File: src/rtl/core/bpc_pkg.sv
// ---------------------------------------------------------------------------
// Button press classifier package
// Field widths, register indexes, phase and event codes.
// ---------------------------------------------------------------------------
`default_nettype none

package bpc_pkg;

  localparam int unsigned BTN_W     = 3;
  localparam int unsigned PHASE_W   = 3;
  localparam int unsigned CODE_W    = 3;
  localparam int unsigned TICKS_W   = 16;
  localparam int unsigned CFG_W     = 32;
  localparam int unsigned CFG_IDX_W = 2;

  localparam logic [CFG_IDX_W-1:0] REG_SHORT_PRESS = 2'd0;
  localparam logic [CFG_IDX_W-1:0] REG_MULTI_PRESS = 2'd1;
  localparam logic [CFG_IDX_W-1:0] REG_EVENT_EN    = 2'd2;

  localparam logic [TICKS_W-1:0] SHORT_PRESS_RST = 16'd100;
  localparam logic [TICKS_W-1:0] MULTI_PRESS_RST = 16'd30;
  localparam logic [CFG_W-1:0]   EVENT_EN_RST    = 32'd0;

  typedef enum logic [PHASE_W-1:0] {
    PH_IDLE    = 3'd0,
    PH_PRESS1  = 3'd1,
    PH_REL1    = 3'd2,
    PH_PRESS2  = 3'd3,
    PH_REL2    = 3'd4,
    PH_PRESS3  = 3'd5,
    PH_REL3    = 3'd6,
    PH_LONGREL = 3'd7
  } bpc_phase_e;

  typedef enum logic [CODE_W-1:0] {
    EV_NONE   = 3'd0,
    EV_SINGLE = 3'd1,
    EV_DOUBLE = 3'd2,
    EV_TRIPLE = 3'd3,
    EV_LONG   = 3'd4
  } bpc_event_e;

endpackage

`default_nettype wire

File: src/rtl/core/bpc_classify.sv
// ---------------------------------------------------------------------------
// Press classifier step
// Next phase, next tick count and raw event for one button tick.
// ---------------------------------------------------------------------------
`default_nettype none

module bpc_classify
  import bpc_pkg::*;
#(
  parameter int unsigned COUNT_WIDTH = 16
) (
  input  bpc_phase_e             phase_i,
  input  logic [COUNT_WIDTH-1:0] count_i,
  input  logic                   pressed_i,
  input  logic [TICKS_W-1:0]     short_ticks_i,
  input  logic [TICKS_W-1:0]     multi_ticks_i,
  output bpc_phase_e             phase_o,
  output logic [COUNT_WIDTH-1:0] count_o,
  output bpc_event_e             code_o
);

  localparam int unsigned CMP_W = (COUNT_WIDTH > TICKS_W) ? COUNT_WIDTH : TICKS_W;

  logic [COUNT_WIDTH-1:0] cnt_inc;
  logic [CMP_W-1:0]       cnt_ext;
  logic                   below_short;
  logic                   reach_multi;

  always_comb begin
    if ((phase_i != PH_IDLE) && (count_i != {COUNT_WIDTH{1'b1}})) begin
      cnt_inc = count_i + {{(COUNT_WIDTH-1){1'b0}}, 1'b1};
    end else begin
      cnt_inc = count_i;
    end
  end

  assign cnt_ext     = CMP_W'(cnt_inc);
  assign below_short = cnt_ext < CMP_W'(short_ticks_i);
  assign reach_multi = cnt_ext >= CMP_W'(multi_ticks_i);

  always_comb begin
    phase_o = phase_i;
    count_o = cnt_inc;
    code_o  = EV_NONE;
    case (phase_i)
      PH_IDLE: begin
        if (pressed_i) begin
          phase_o = PH_PRESS1;
          count_o = '0;
        end
      end
      PH_PRESS1: begin
        if (!pressed_i) begin
          if (below_short) begin
            phase_o = PH_REL1;
            count_o = '0;
          end else begin
            phase_o = PH_LONGREL;
          end
        end
      end
      PH_REL1, PH_REL2: begin
        if (reach_multi) begin
          code_o  = (phase_i == PH_REL1) ? EV_SINGLE : EV_DOUBLE;
          phase_o = PH_IDLE;
          count_o = '0;
        end else if (pressed_i) begin
          phase_o = (phase_i == PH_REL1) ? PH_PRESS2 : PH_PRESS3;
        end
      end
      PH_PRESS2, PH_PRESS3: begin
        if (!pressed_i) begin
          phase_o = (phase_i == PH_PRESS2) ? PH_REL2 : PH_REL3;
          count_o = '0;
        end
      end
      PH_REL3: begin
        code_o  = EV_TRIPLE;
        phase_o = PH_IDLE;
        count_o = '0;
      end
      default: begin
        code_o  = EV_LONG;
        phase_o = PH_IDLE;
        count_o = '0;
      end
    endcase
  end

endmodule

`default_nettype wire

File: config.mk
export PLATFORM = sky130hd
export DESIGN_NAME = bpc_classify
export DESIGN_NICKNAME = d
export VERILOG_FILES = /design/src/rtl/core/bpc_pkg.sv /design/src/rtl/core/bpc_classify.sv
export SDC_FILE = /design/constraint.sdc
export NUM_CORES = 1
export LEC_CHECK = 0
export BUFFER_PORTS_ARGS = -buffer_cell sky130_fd_sc_hd__buf_2
export CAP_MARGIN = 20
export CORE_UTILIZATION = 38
export DETAILED_ROUTE_END_ITERATION = 10
export PLACE_DENSITY_LB_ADDON = 0.12
export REMOVE_ABC_BUFFERS = 1
export SYNTH_ARGS = -nofsm -noshare
export SYNTH_HDL_FRONTEND = slang
export SYNTH_SLANG_ARGS = --single-unit
export TNS_END_PERCENT = 20
File: constraint.sdc
create_clock -name vclk -period 4.7
set_input_delay 0.235 -clock vclk [all_inputs]
set_output_delay 0.235 -clock vclk [all_outputs]
set_load 0.03 [all_outputs]
Word level (Yosys, flattened, before mapping)
Index checks and enable logic that the tools add are counted.
Widths: inputs -> output; s select.
{"block": "word_totals", "elab_cells": 35, "input_bits": 52, "ramBits": 0, "romBits": 0, "reg_bits": 0, "latchBits": 0, "memories": 0, "output_inout_bits": 22}
{"block": "classes", "bitwise": 0, "reduce_logical": 6, "n_addsub": 1, "div_mod_pow": 0, "n_shift": 0, "mux": 19, "magnitude_cmp": 2, "n_eq_ne": 7, "mul": 0}
{"cell": "$mux 16", "n": 6}
{"cell": "$pmux 16 s4", "n": 1}
{"cell": "$mux 3", "n": 7}
{"cell": "$add 16x1->16 const B", "n": 1}
{"cell": "$ge 16x16->1", "n": 1}
{"cell": "$lt 16x16->1", "n": 1}
{"cell": "$ne 16x16->1 const B", "n": 1}
{"cell": "$pmux 3 s4", "n": 1}
{"cell": "$eq 3x3->1 const B", "n": 3}
{"cell": "$pmux 3 s3", "n": 1}
{"cell": "$eq 3x2->1 const B", "n": 2}
{"cell": "$mux 2", "n": 3}
{"cell": "$reduce_or 2->1", "n": 2}
{"cell": "$reduce_or 4->1", "n": 1}
{"cell": "$eq 3x1->1 const B", "n": 1}
{"cell": "$logic_not 3->1", "n": 1}
{"cell": "$reduce_bool 3->1", "n": 1}
{"cell": "$logic_and 1x1->1", "n": 1}

Longest topological paths before layout
{"block": "depth", "ltp_word": 7, "ltp_mapped": 14, "ltp_nobuf": 13}

Worst setup path before layout
OpenSTA, ideal clock, no wires.
{"block": "synth_timing", "kind": "input to output", "from": "in phase_i[2]", "to": "out count_o[11]", "arrival_time_ps": 3355, "slack_ps": 1110, "stages": 13, "path_buffers": 1, "required_ps": 4465, "cell_sequence": "clkbuf_1 > or3_1 > nand3_1 > nor3b_1 > nand2_1 > xnor2_1 > ha_1 > a21o_1 > a211o_1 > a2111oi_4 > a21oi_2 > o31a_4 > a21boi_1"}
{"block": "synth_via", "elab_chain_len": 7, "elab_cells_between_ends": 19, "cone_classes": "2 x order compare; 5 x eq/ne; 7 x mux; 5 x reduce/logical"}
{"item": "from (decl)", "line": "bpc_classify.sv:12", "text": "input bpc_phase_e phase_i,"}
{"item": "$reduce_bool 3->1", "line": "bpc_classify.sv:30", "text": "if ((phase_i != PH_IDLE) && (count_i != {COUNT_WIDTH{1'b1}})) begin"}
{"item": "$logic_and 1x1->1", "line": "bpc_classify.sv:30"}
{"item": "$mux 16", "line": "bpc_classify.sv:30"}
{"item": "$lt 16x16->1", "line": "bpc_classify.sv:38", "text": "assign below_short = cnt_ext < CMP_W'(short_ticks_i);"}
{"item": "$mux 16", "line": "bpc_classify.sv:54", "text": "if (below_short) begin"}
{"item": "$mux 16", "line": "bpc_classify.sv:53", "text": "if (!pressed_i) begin"}
{"item": "$pmux 16 s4 (*)", "line": "bpc_classify.sv:45", "text": "case (phase_i)"}
{"item": "to (decl)", "line": "bpc_classify.sv:18", "text": "output logic [COUNT_WIDTH-1:0] count_o,"}
Mark *: on every way between the ends. The rest lies on a longest branch, timed or not.

Worst setup path in the final report
{"block": "layout_timing", "from": "in count_i[0]", "to": "out count_o[11]"}
{"block": "layout_via", "elab_chain_len": 7, "elab_cells_between_ends": 12, "cone_classes": "1 x add/sub; 2 x order compare; 1 x eq/ne; 7 x mux; 1 x reduce/logical"}
{"item": "from (decl)", "line": "bpc_classify.sv:13", "text": "input logic [COUNT_WIDTH-1:0] count_i,"}
{"item": "branches (longest 2 deep; another with $add 16x1->16)"}
{"item": "$mux 16 (*)", "line": "bpc_classify.sv:30"}
{"item": "$lt 16x16->1", "line": "bpc_classify.sv:38"}
{"item": "$mux 16", "line": "bpc_classify.sv:54"}
{"item": "$mux 16", "line": "bpc_classify.sv:53"}
{"item": "$pmux 16 s4 (*)", "line": "bpc_classify.sv:45"}
Mark *: on every way between the ends.

==> metrics.txt <==
Netlist cell types=between 40 and 50; mean post-synth cell area=7.32 um2; Seq pwr share=0; Post-CTS Resized=0; Place WS=between 0.7 and 0.8 ns; post-route worst setup slack=between 0.7 and 0.8 ns; CLK BUF=0; largest net degree at the start of global routing=17; crit end category=output pin; part of the cycle the worst path needs=0.842; antenna violations before repair=0; max incr delay on CP=0.43 ns; width of the die=about 66 um; Initial Util=0.408; maximum VDD drop=approximately 0.036 mV; GR Util All Layers=0.180; Switch Pwr=0.136 mW; Port Buffers=74; CTS Hold Bufs=0; Crit path buffers/inverters=2; number of global-route vias before repair=around 1500; min cycle time layout=3.96 ns; post-detailed-route count of antenna-violating nets=0; Wirelength per Cell=11.9 um; FF+latch area=0 um2; Sw Share=0.607; Worst EP required=4.47 ns; Worst Path Arrival=roughly 3.7 ns; Internal=about 0.088 mW; Hold Slack=0.886 ns; multi-input logic area=1370 um2; core area=between 3000 and 4000 um2; row cnt=22; gr ovfl total=0; Mapped Area=1540 um2; total power=0.224 mW; max-cap viol count=0; Logic pwr share=1.000; die area=4310 um2; FILL cells=about 410; Setup crit start kind=input pin; Post-Route WL=roughly 3900 um; DRC=0; crit path max fanout=16; Final TNS setup=0 ns; first-pass GRT wire length=~6300 um; vias per cell=about 5.2; layout cells sized above 1=0.326; Clock power frac=0; outcome=finished clean; Crit-path slowest cell=nand3_2; DRT Pass-1 Iters=4; io pins=74; GP Congestion=0.864; Worst Hold Class=input pin to output pin; first-iteration detailed-routing DRC count=32; Power per Cell Area=about 120 nW/um2; Diodes inserted=0; final core utilization=0.511; post-CTS setup repair buffer count=0; Synth warnings=0; synthesis-to-layout area growth=25.4%; Syn Inst Count=210; final max-slew violation count=0; Worst Max-Slew Pin Slew=roughly 0.53 ns; sequential cells=0; kind of critical path=input pin to output pin; vias post-DR=approximately 1700; headroom to the max-slew limit=0.645; die extent in y=65.6 um; Detail Placement HPWL=~3500 um; crit-path cells=buf_2 -> ha_1 -> nand3_1 -> or3_1 -> nor3b_1 -> and3_1 -> xor2_1 -> ha_1 -> nand4_1 -> nor4_1 -> o311ai_1 -> o211ai_1 -> nand3_2 -> a21boi_1 -> buf_2; Final setup viols=0; RSZ-0062 raised after global routing=no; Crit path max-delay family=simple AND/OR/NAND/NOR gates; Nets=~370; Leakage=1.06 nW; f_max=between 0.2 and 0.3 GHz; Final Hold Violating Endpoints=0; Seq/Total Area, Yosys=0
==> final cells by class <==
cell class                 instances  area share
inverter                          35      0.0681
timing repair buffer              74       0.192
tap                               48      0.0311
multi-input combinational        170       0.709
==> worst min-delay path, stage by stage <==
cell	delay, ns
buf_2	0.18
a211oi_1	0.07
buf_2	0.17
==> worst paths after layout <==
kind | startpoint | endpoint | depth (start not counted) | slack (ns)
worst max-delay path | count_i[0] | count_o[11] | 15 | 0.74
worst min-delay path | phase_i[0] | code_o[0] | 3 | 0.89
==> synthesized netlist by cell type (2+ instances only) <==
| cell type | count | area, um2 |
|---|---|---|
| a21boi_0 | 2 | 15.0 |
| o211ai_1 | 5 | 37.5 |
| a211oi_1 | 4 | 30.0 |
| clkbuf_1 | 2 | 7.51 |
| o22ai_1 | 2 | 12.5 |
| a21boi_1 | 6 | 45.0 |
| a21oi_1 | 10 | 50.1 |
| o31ai_1 | 2 | 15.0 |
| ha_1 | 32 | 400 |
| nor2_1 | 6 | 22.5 |
| or3_1 | 2 | 12.5 |
| nor3b_1 | 2 | 15.0 |
| nor3_1 | 3 | 15.0 |
| xor2_1 | 7 | 61.3 |
| nand2_1 | 16 | 60.1 |
| and3_1 | 8 | 50.1 |
| and4_1 | 2 | 17.5 |
| nand3_1 | 7 | 35.0 |
| nand4_1 | 5 | 31.3 |
| o21ai_0 | 7 | 35.0 |
| inv_1 | 35 | 131 |
| xnor2_1 | 9 | 78.8 |
| nor4_1 | 4 | 25.0 |
| a21oi_2 | 2 | 17.5 |
| a21boi_2 | 9 | 101 |
==> layer usage <==
metal  wire length (um)  up-vias  track usage
li1                   -      914            -
met1               2090      747        0.270
met2               1630       49        0.303
met3                165        0      0.00174
met4                  0        0            0
met5                  0        -            0
==> cell families (layout without fill, tap and decap cells) <==
logic type	after synthesis	after routing	synth area share
AND/OR/NAND/NOR	61	61	0.219
AO/OA/AOI/OAI	59	59	0.304
buffers and inverters	40	109	0.111
adder cells (fa/ha/maj)	33	33	0.267
XOR/XNOR	16	16	0.0911
multiplexers	1	1	0.00732
==> cells in the final DEF (no fill, tap or decap), types with 2 or more instances in the layout <==
cell,n
a21oi_2,2
o31ai_1,2
nor3_1,3
xor2_1,7
ha_1,32
a21oi_1,10
a21boi_0,2
and4_1,2
a21boi_2,9
or3_1,2
o211ai_1,5
and3_1,8
nand4_1,5
inv_1,35
nor3b_1,2
nor4_1,4
buf_2,74
nand3_1,7
nor2_1,6
a21boi_1,6
xnor2_1,9
o22ai_1,2
nand2_1,16
a211oi_1,4
o21ai_0,7
==> through the flow <==
stage	area [um2]	cells
after global routing	1930	327
final	1930	327
after global placement	1930	327
after floorplan	1500	205
after CTS	1930	327
after detailed placement	1930	327
==> power groups by stage <==
| stage | logic [mW] | registers, mW | clock network [mW] |
|---|---|---|---|
| 2_1_floorplan | 0.154 | 0 | 0 |
| 3_3_place_gp | 0.224 | 0 | 0 |
| 3_5_place_dp | 0.224 | 0 | 0 |
| 4_1_cts | 0.225 | 0 | 0 |
| 5_1_grt | 0.249 | 0 | 0 |
| 6_report | 0.224 | 0 | 0 |
Note: power is estimated with default switching activity, not from simulation.
