## config.mk

```make
export PLATFORM = sky130hd
export DESIGN_NAME = bpc_ram
export DESIGN_NICKNAME = d
export VERILOG_FILES = /design/src/rtl/core/bpc_ram.sv
export SDC_FILE = /design/constraint.sdc
export NUM_CORES = 1
export LEC_CHECK = 0
export BUFFER_PORTS_ARGS = -buffer_cell sky130_fd_sc_hd__buf_2
export CAP_MARGIN = 40
export CORE_MARGIN = 5
export CORE_UTILIZATION = 50
export CTS_CLUSTER_DIAMETER = 100
export DETAILED_ROUTE_END_ITERATION = 8
export PLACE_DENSITY = 0.77
export SLEW_MARGIN = 20
export SYNTH_ARGS = -nofsm -noshare
export SYNTH_HDL_FRONTEND = slang
export SYNTH_SLANG_ARGS = --single-unit
```

## constraint.sdc

```tcl
create_clock -name clk_i -period 1.5 [get_ports clk_i]
set_input_delay 0.15 -clock clk_i [delete_from_list [all_inputs] [get_ports clk_i]]
set_output_delay 0.15 -clock clk_i [all_outputs]
set_load 0.05 [all_outputs]
```

## src/rtl/core/bpc_ram.sv

```systemverilog
// ---------------------------------------------------------------------------
// Generic RAM
// One write port, one read port with registered read data.
// ---------------------------------------------------------------------------
`default_nettype none

module bpc_ram #(
  parameter int unsigned WIDTH = 8,
  parameter int unsigned DEPTH = 8,
  parameter int unsigned AW    = (DEPTH > 1) ? $clog2(DEPTH) : 1
) (
  input  logic             clk_i,
  input  logic             we_i,
  input  logic [AW-1:0]    waddr_i,
  input  logic [WIDTH-1:0] wdata_i,
  input  logic             re_i,
  input  logic [AW-1:0]    raddr_i,
  output logic [WIDTH-1:0] rdata_o
);

  logic [WIDTH-1:0] mem_q [DEPTH];
  logic [WIDTH-1:0] rdata_q;

  always_ff @(posedge clk_i) begin
    if (we_i) begin
      mem_q[waddr_i] <= wdata_i;
    end
    if (re_i) begin
      rdata_q <= mem_q[raddr_i];
    end
  end

  assign rdata_o = rdata_q;

endmodule

`default_nettype wire

```

Word level (Yosys, flattened, before mapping). Memories as Yosys holds them, arrays and structs flattened. A register that Yosys moved wholly into a read port is not among the register bits. Index checks and enable logic that the tools add are counted.

Mux-type cells: 2.

Operators with widths (count): $mux W1 (2).

Word-level logic and storage cells: 3. Output and inout bits: 8. RAM bits: 64. Bits of input ports: 17. Memories kept: 1. Flip-flop bits (word level): 0.

Memory list: mem_q (words 8, bits a word 8, rd ports 1, clocked after Yosys merged registers in 1, write ports 1, RTL line 21) `logic [WIDTH-1:0] mem_q [DEPTH];`.

Logic depth before layout (Yosys ltp). Gate-level depths: netlist (run 1).

Depth after elaboration: 2. Depth in mapped cells: 4. Depth with buffers taken out: 2.

Least setup slack after synthesis (run 1). Ideal clock, no wire load.

Path type: input port to flip-flop. Start point: in raddr_i[0]. End point: reg rdata_q[1] (netlist: rdata_o[1]), read port of mem_q (data pin). Cell stages on the path: 4. Data arrival time: 1.173 ns. Setup slack: 0.067 ns. Setup time: 0.260 ns. Cells stage by stage: buf_6 buf_12 mux4_1 mux2_2.

RTL lines: start: declaration (RTL line 17) `input logic [AW-1:0] raddr_i,`; end: declaration (RTL line 22) `logic [WIDTH-1:0] rdata_q;`.

==> results.toml, run 1 <==
[layout]
drive_gt1_frac = 0.342
stdcell_area_mm2 = 0.00320
fin_nets = 170
regArea_mm2 = 0.00216
area_growth_pct = 15.4
multi_input_area_um2 = 566
antenna_cells = 0
instances_no_fill = 230
fillers = 381
post-route-util = 0.588

[floorplanning]
design.die.area_mm2 = 0.00713
rows = 27
pin_count = 25
die_w_um = 84.5
initial_utilization = 0.510
fp.dieH_um = 84.5
core_mm2 = 0.00544

[clock_tree]
hold_buffers = 0
tritoncts = "yes"
cts.clk_slew.worst_paths_ns = 0.07
numCtsBuffers = 9
postCtsSetupBuffers = 0
clock_tree.root_cell = "clkbuf_8"
h-tree-depth = 3
worstSkewPairLatency_ns = 0.34
cts-resized-gates = 0
clk_path_buf_depth = 2
cts.sinks = 72

[power]
vdd_drop_max_mv = 0.893
leakage_uw = 0.00112
p_per_area_mw_per_mm2 = 1240

[hold_path]
worstHoldStart = "wdata_i[6]"
min_path_type = "primary input to register"
holdPathStages = 1
min_to = "mem_q[4][6]"

[setup_path]
critPathLaunchType = "register"
slowest_delay_ns = 0.49
required_ns = 1.59
path_cells = "mux4_1, mux2_2"
rrSetupSlack_ns = 0.11
r2r-start = "mem_q[2][2]"
worstPathArrival_ns = 1.48
reg2reg_depth = 2
critical_path_class = "register to register"
crit_slowest_cell = "mux4_1"
endpoint_kind = "register"
critical_path.top_delay_family = "multiplexers"
regToRegEndpoint = "rdata_o[2]"
path_buf_inv = 0
worstPathMaxFanout = 1

[grt]
antenna_found_initial = 0
grt_pass1_vias = 1332
grt.overflow.total = 0
grt_pass1_wl_um = 6890
grt_max_degree = 17
track_usage = 0.137

[placed_design]
io_buffer_count = 24
gp_congestion = 0.709
dp_hpwl_um = 2770
dp_cells = 214
placed_area_mm2 = 0.00302

[yosys]
yosys_warnings = 0
synth_compound_gate_area_share = 0
synth_fp_nets = 131
synthFlopType = "edfxtp_1"
synth-edff-count = 72
ys_types = 13
synth_top_family_by_area = "multiplexers"
syn_inst = 114
muxShareOfSynthArea = 0.183
ys_top_cells_by_count = "edfxtp_1 (72), mux4_1 (15), mux2_2 (8), nor2_1 (6), nand2b_1 (3)"
synth_seq_cells = 72
synth.most_common_cell = "edfxtp_1"
synth-simple-area-share = 0.0212
synth_async_sr_flop_share = 0
synth_xor_xnor_area_share = 0
avgSynthCellArea_um2 = 24.3
yosysTopAreaCellShare = 0.780
synth_fa_ha_area_frac = 0
ys_top_cells_by_area = "edfxtp_1 (78%), mux4_1 (14%), mux2_2 (3.3%), mux4_2 (0.81%), nor2_1 (0.81%)"
synth.cell_area_mm2 = 0.00277
ys_seq_area_frac = 0.780
synth_top_cell_by_area = "edfxtp_1"

[timing]
whs_ns = 0.0818
finalHoldViolCount = 0
rsz0062_at_grt = "no"
worst_slew_pin_slew_ns = 0.343
period_share = 0.927
finClkSkew_ns = 0.00816
final-setup-viol-count = 0
tns_ns = 0
clock.fmax_mhz = 719
min_period_ns = 1.39
slew_viol_final = 0
slew_headroom = 0.771

[routing]
wl_per_cell_um = 19.1
drt_iter0_drc = 65
ant_nets = 0
vias = 1238
viasPerCell = 5.38
wirelength_um = 4390
drc = 0
first_pass_iters = 4

[run]
cap_violations = 0

[run_status]
status = "complete, no violations"
-- cell families after synthesis --
group / Yosys count
buf+inv: 5
simple gates: 13
flops: 72
mux: 24
-- state kept, by name, summed over array words and instances, names as in the netlist --
| signal | flops |
|---|---|
| rdata_o | 8 |
| mem_q | 64 |
-- layout make-up --
class / instances / share of cell area
flip-flops and latches: 72 / 0.676
multi-input cells: 37 / 0.177
repair buffers: 33 / 0.0626
clock buffers: 11 / 0.0411
well taps: 72 / 0.0282
clock inverters: 5 / 0.0149
-- cells in the final DEF (no fill, tap or decap), drive strengths merged --
cell	n
nand2b	3
nor3	2
nand2	2
bufinv	1
mux2	8
nor2	6
buf	33
clkbuf	11
edfxtp	72
clkinv	4
mux4	16
-- worst reg2reg max path, cell delays in order (launching register included) --
cell	delay (ns)
edfxtp_1	0.38
mux4_1	0.49
mux2_2	0.28
-- metal layers --
| metal | wire, µm | part of all wire | track usage |
|---|---|---|---|
| met5 | 0 | 0 | 0 |
| met3 | 169 | 0.038 | 0.0481 |
| met1 | 1700 | 0.39 | 0.146 |
| met2 | 2420 | 0.55 | 0.237 |
| met4 | 101 | 0.023 | 0.0734 |
-- stage by stage --
| stage | power [µW] | setup slack [ns] |
|---|---|---|
| 2_1_floorplan | 2540 | 0.0669 |
| 3_3_place_gp | 2620 | -0.0114 |
| 3_5_place_dp | 2640 | -0.0147 |
| 4_1_cts | 4010 | 0.0939 |
| 5_1_grt | 4120 | 0.0663 |
| 6_report | 3980 | 0.110 |
-- power by group --
group	internal, µW	switching [µW]
clock	752	636
combinational	111	166
sequential	2300	14.5
total	3160	816
-- worst max path at each step --
| stage | start | to | slack [ns] | cells past startpoint |
|---|---|---|---|---|
| after global routing | mem_q[4][3] | rdata_o[3] | 0.07 | 2 |
| after CTS | mem_q[2][2] | rdata_o[2] | 0.09 | 2 |
| after detailed placement | raddr_i[0] | rdata_o[4] | -0.01 | 4 |
| after floorplan | raddr_i[0] | rdata_o[1] | 0.07 | 4 |
| after global placement | raddr_i[0] | rdata_o[4] | -0.01 | 4 |
| final | mem_q[2][2] | rdata_o[2] | 0.11 | 2 |
Power figures use the tool's default switching activity.
==> inputs of run 2 (changes only) <==
CTS_BUF_LIST = sky130_fd_sc_hd__clkbuf_2   (was not set)
==> results.toml, run 2 (synthesis results as in run 1) <==
[run_status]
status = "complete, no violations"

[routing]
drt_iter0_drc = 48
first_pass_iters = 4
drc = 0
viasPerCell = 5.33
wl_per_cell_um = 18.9
vias = 1274
ant_nets = 0
wirelength_um = 4510

[floorplanning]
initial_utilization = 0.510
fp.dieH_um = 84.5
pin_count = 25
rows = 27
die_w_um = 84.5
core_mm2 = 0.00544
design.die.area_mm2 = 0.00713

[timing]
min_period_ns = 1.39
period_share = 0.928
rsz0062_at_grt = "no"
final-setup-viol-count = 0
finalHoldViolCount = 0
layout_setup_ws_ns = 0.108
tns_ns = 0
finClkSkew_ns = 0.0177
worst_slew_pin_slew_ns = 0.328
slew_viol_final = 0
whs_ns = 0.176
slew_headroom = 0.781
clock.fmax_mhz = 718

[power]
p_comb_frac = 0.082
p_clk_frac = 0.274
switching_share = 0.218
seq_power_share = 0.644
leakage_uw = 0.00113
vdd_drop_max_mv = 0.712
p_total_uw = 3590
p_per_area_mw_per_mm2 = 1120
switching_power_uw = 782
internal_power_uw = 2800

[layout]
mostFrequentLayoutCell = "edfxtp_1"
mostFrequentLayoutCells = "edfxtp_1 (72), buf_2 (24), mux4_1 (15)"
fillers = 381
area_growth_pct = 15.8
largest_register_ffs = 64
max_flop_register = "mem_q"
drive_gt1_frac = 0.335
fin_nets = 179
post-route-util = 0.590
antenna_cells = 0

[grt]
grt_pass1_vias = 1350
grt_pass1_wl_um = 7000
track_usage = 0.139
antenna_found_initial = 0
grt_max_degree = 17
grt.overflow.total = 0

[setup_path]
worstPathMaxFanout = 1
regToRegEndpoint = "rdata_o[4]"
crit_slowest_cell = "mux4_1"
critical_path_class = "register to register"
required_ns = 1.75
setup.worst_path.end = "rdata_o[4]"
reg2reg_depth = 2
worstPathArrival_ns = 1.64
critical_path.top_delay_family = "multiplexers"
r2r-start = "mem_q[3][4]"
path_buf_inv = 0
setup.worst_path.start = "mem_q[3][4]"
path_cells = "mux4_1, mux2_2"
endpoint_kind = "register"
critPathLaunchType = "register"
cp_num_cells = 2
rrSetupSlack_ns = 0.11
slowest_delay_ns = 0.51

[placed_design]
pre_cts_slack_ns = -0.0147
io_buffer_count = 24
gp_congestion = 0.709
dp_hpwl_um = 2770

[clock_tree]
worstSkewPairLatency_ns = 0.46
numCtsBuffers = 9
postCtsSetupBuffers = 0
cts.clk_slew.worst_paths_ns = 0.18
tritoncts = "yes"
cts.sinks = 72
clock_tree.root_cell = "clkbuf_2"
clk_path_buf_depth = 2
h-tree-depth = 3
hold_buffers = 8
cts-resized-gates = 0

[run]
cap_violations = 0

[hold_path]
min_path_type = "primary input to register"
==> run 2: area by class of cell <==
cell class / instances / area, µm² / share of cell area
clock inverter: 5 / 47.5 / 0.0148
timing repair buffer: 42 / 290 / 0.0904
tap: 72 / 90.1 / 0.0281
sequential: 72 / 2160 / 0.673
clock buffer: 11 / 55.1 / 0.0171
multi-input combinational: 37 / 566 / 0.176
==> run 2: worst register-to-register path, cell delays in order, from the launching register on <==
cell      delay [ns]
edfxtp_1        0.39
mux4_1          0.51
mux2_2          0.27
==> run 2: power by group through the flow <==
stage,Clock (µW),Combinational (µW),Sequential (µW)
3_5_place_dp,0,279,2360
3_3_place_gp,0,267,2350
2_1_floorplan,0,122,2420
4_1_cts,1010,296,2310
6_report,984,294,2310
5_1_grt,1100,314,2320
==> run 2: metrics by stage <==
| step | area [µm²] | cells |
|---|---|---|
| 6_report | 3210 | 239 |
| 5_1_grt | 3210 | 239 |
| 4_1_cts | 3200 | 238 |
| 3_5_place_dp | 3020 | 214 |
| 3_3_place_gp | 3020 | 214 |
| 2_1_floorplan | 2770 | 114 |
==> run 2: layer usage <==
layer / vias to the layer above / share of wire / GRT usage
met2: 35 / 0.55 / 0.240
li1: 586 / - / -
met1: 643 / 0.38 / 0.153
met5: - / 0 / 0
met3: 10 / 0.049 / 0.0510
met4: 0 / 0.023 / 0.0662
==> run 2: worst min path at each step <==
stage                  endpoint  slack (ns)  depth (start not counted)       start
floorplan           mem_q[0][0]        0.25                          0  wdata_i[0]
global placement    mem_q[3][2]        0.40                          1  wdata_i[2]
detailed placement  mem_q[1][7]        0.42                          1  wdata_i[7]
CTS                  rdata_o[6]       0.008                          1        re_i
global route         rdata_o[4]        0.12                          2  raddr_i[1]
finish               rdata_o[3]        0.18                          2  raddr_i[1]
==> inputs of run 3 (changes only) <==
BUFFER_PORTS_ARGS = not set   (was -buffer_cell sky130_fd_sc_hd__buf_2)
DONT_BUFFER_PORTS = 1   (was not set)
PLACE_DENSITY = 0.73   (was 0.77)
==> results.toml, run 3 (synthesis results as in run 1) <==
[setup_path]
r2r-start = "mem_q[1][1]"
regToRegEndpoint = "rdata_o[1]"
critPathLaunchType = "primary input"
rrSetupSlack_ns = 0.07
path_common_cell = "dlygate4sd3_1"
worstPathArrival_ns = 1.67
endpoint_kind = "register"
slowest_delay_ns = 0.58
reg2reg_depth = 2
worstPathMaxFanout = 8
required_ns = 1.70
critical_path_class = "primary input to register"
path_cells = "dlygate4sd3_1, nor3_1, dlygate4sd3_1, buf_4"
crit_slowest_cell = "dlygate4sd3_1"

[timing]
min_period_ns = 1.47
slew_viol_final = 0
tns_ns = 0
worst_slew_pin_slew_ns = 0.487
slew_headroom = 0.674
clock.fmax_mhz = 681
final-setup-viol-count = 0
finClkSkew_ns = 0.0283
finalHoldViolCount = 0
rsz0062_at_grt = "no"
period_share = 0.978

[clock_tree]
postCtsSetupBuffers = 0
worstSkewPairLatency_ns = 0.47
cts.sinks = 72
numCtsBuffers = 9
cts.clk_slew.worst_paths_ns = 0.19
clk_path_buf_depth = 2
h-tree-depth = 3
tritoncts = "yes"
clock_tree.root_cell = "clkbuf_2"

[layout]
max_flop_register = "mem_q"
largest_register_ffs = 64
mostFrequentLayoutCell = "edfxtp_1"
drive_gt1_frac = 0.216
fin_nets = 160
mostFrequentLayoutCells = "edfxtp_1 (72), mux4_1 (15), dlygate4sd3_1 (15)"
area_growth_pct = 13.1
post-route-util = 0.576
antenna_cells = 0

[routing]
wl_per_cell_um = 20.9
ant_nets = 0
first_pass_iters = 4
wirelength_um = 4610
viasPerCell = 5.62
vias = 1237
drt_iter0_drc = 113
drc = 0

[grt]
grt.overflow.total = 0
grt_pass1_wl_um = 7180
grt_pass1_vias = 1334
grt_max_degree = 17
track_usage = 0.144
antenna_found_initial = 0

[floorplanning]
core_mm2 = 0.00544
rows = 27
design.die.area_mm2 = 0.00713
pin_count = 25
fp.dieH_um = 84.5
initial_utilization = 0.510
die_w_um = 84.5

[power]
seq_power_share = 0.665
vdd_drop_max_mv = 0.607
switching_share = 0.223
internal_power_uw = 2770
p_clk_frac = 0.282
p_per_area_mw_per_mm2 = 1140
switching_power_uw = 798
leakage_uw = 0.00106
p_comb_frac = 0.053

[hold_path]
min_path_type = "primary input to register"
min_to = "rdata_o[0]"
holdPathStages = 2
worstHoldStart = "raddr_i[2]"

[run_status]
status = "complete, no violations"

[placed_design]
io_buffer_count = 0
gp_congestion = 0.701

[run]
cap_violations = 0
==> run 3: cell count changes in the layout (fill, tap and decap cells not counted), sizes merged <==
| cell | before | now |
|---|---|---|
| clkbuf | 11 | 9 |
| dlygate4sd3 | 9 | 15 |
| clkinv | 4 | 6 |
| buf | 33 | 8 |
==> run 3: repair_timing <==
item	in CTS	in global routing
resized for setup	0	0
hold buffers	11	4
hold endpoints to repair	80	17
==> run 3: cell type report <==
cell class,count,area [µm²]
fill,387,2300
sequential,72,2160
multi-input combinational,37,566
timing repair buffer,23,210
tap,72,90.1
clock inverter,7,62.6
clock buffer,9,45.0
==> run 3: per-layer routing <==
| layer | vias to the layer above | GRT usage | routed length, µm |
|---|---|---|---|
| li1 | 554 | - | - |
| met1 | 638 | 0.167 | 1810 |
| met2 | 39 | 0.240 | 2510 |
| met3 | 6 | 0.0451 | 229 |
| met4 | 0 | 0.0734 | 59 |
| met5 | - | 0 | 0 |
==> run 3: worst max-delay path by stage <==
| stage | start | end | slack [ns] | cells after the start |
|---|---|---|---|---|
| 6_report | waddr_i[1] | mem_q[0][0] | 0.03 | 4 |
| 5_1_grt | mem_q[3][6] | rdata_o[6] | 0.006 | 2 |
| 4_1_cts | mem_q[1][1] | rdata_o[1] | 0.06 | 2 |
| 3_5_place_dp | mem_q[0][3] | rdata_o[3] | 0.10 | 2 |
| 3_3_place_gp | mem_q[3][6] | rdata_o[6] | 0.13 | 2 |
| 2_1_floorplan | raddr_i[0] | rdata_o[1] | 0.07 | 4 |
==> run 3: per-stage QoR <==
step                      hold slack [ns]  worst slack (ns)  cells  total power (µW)  cell area [µm²]
final                              0.0529            0.0324    220              3570             3140
after global routing              0.00339           0.00638    220              3740             3140
after CTS                         0.00357            0.0591    216              3600             3100
after detailed placement            0.249             0.100    189              2550             2880
after global placement              0.249             0.127    189              2540             2880
after floorplan                     0.249            0.0669    114              2540             2770
==> run 3: worst max-delay path, delay by kind of cell <==
family                 cells  cell delay [ns]
buffers and inverters      3             1.33
and+or+nand+nor            1             0.18
==> run 3: power groups by stage <==
stage	clock network (µW)	logic, µW	registers, µW
2_1_floorplan	0	122	2420
3_3_place_gp	0	119	2420
3_5_place_dp	0	125	2430
4_1_cts	1040	182	2380
5_1_grt	1150	204	2380
6_report	1010	189	2380
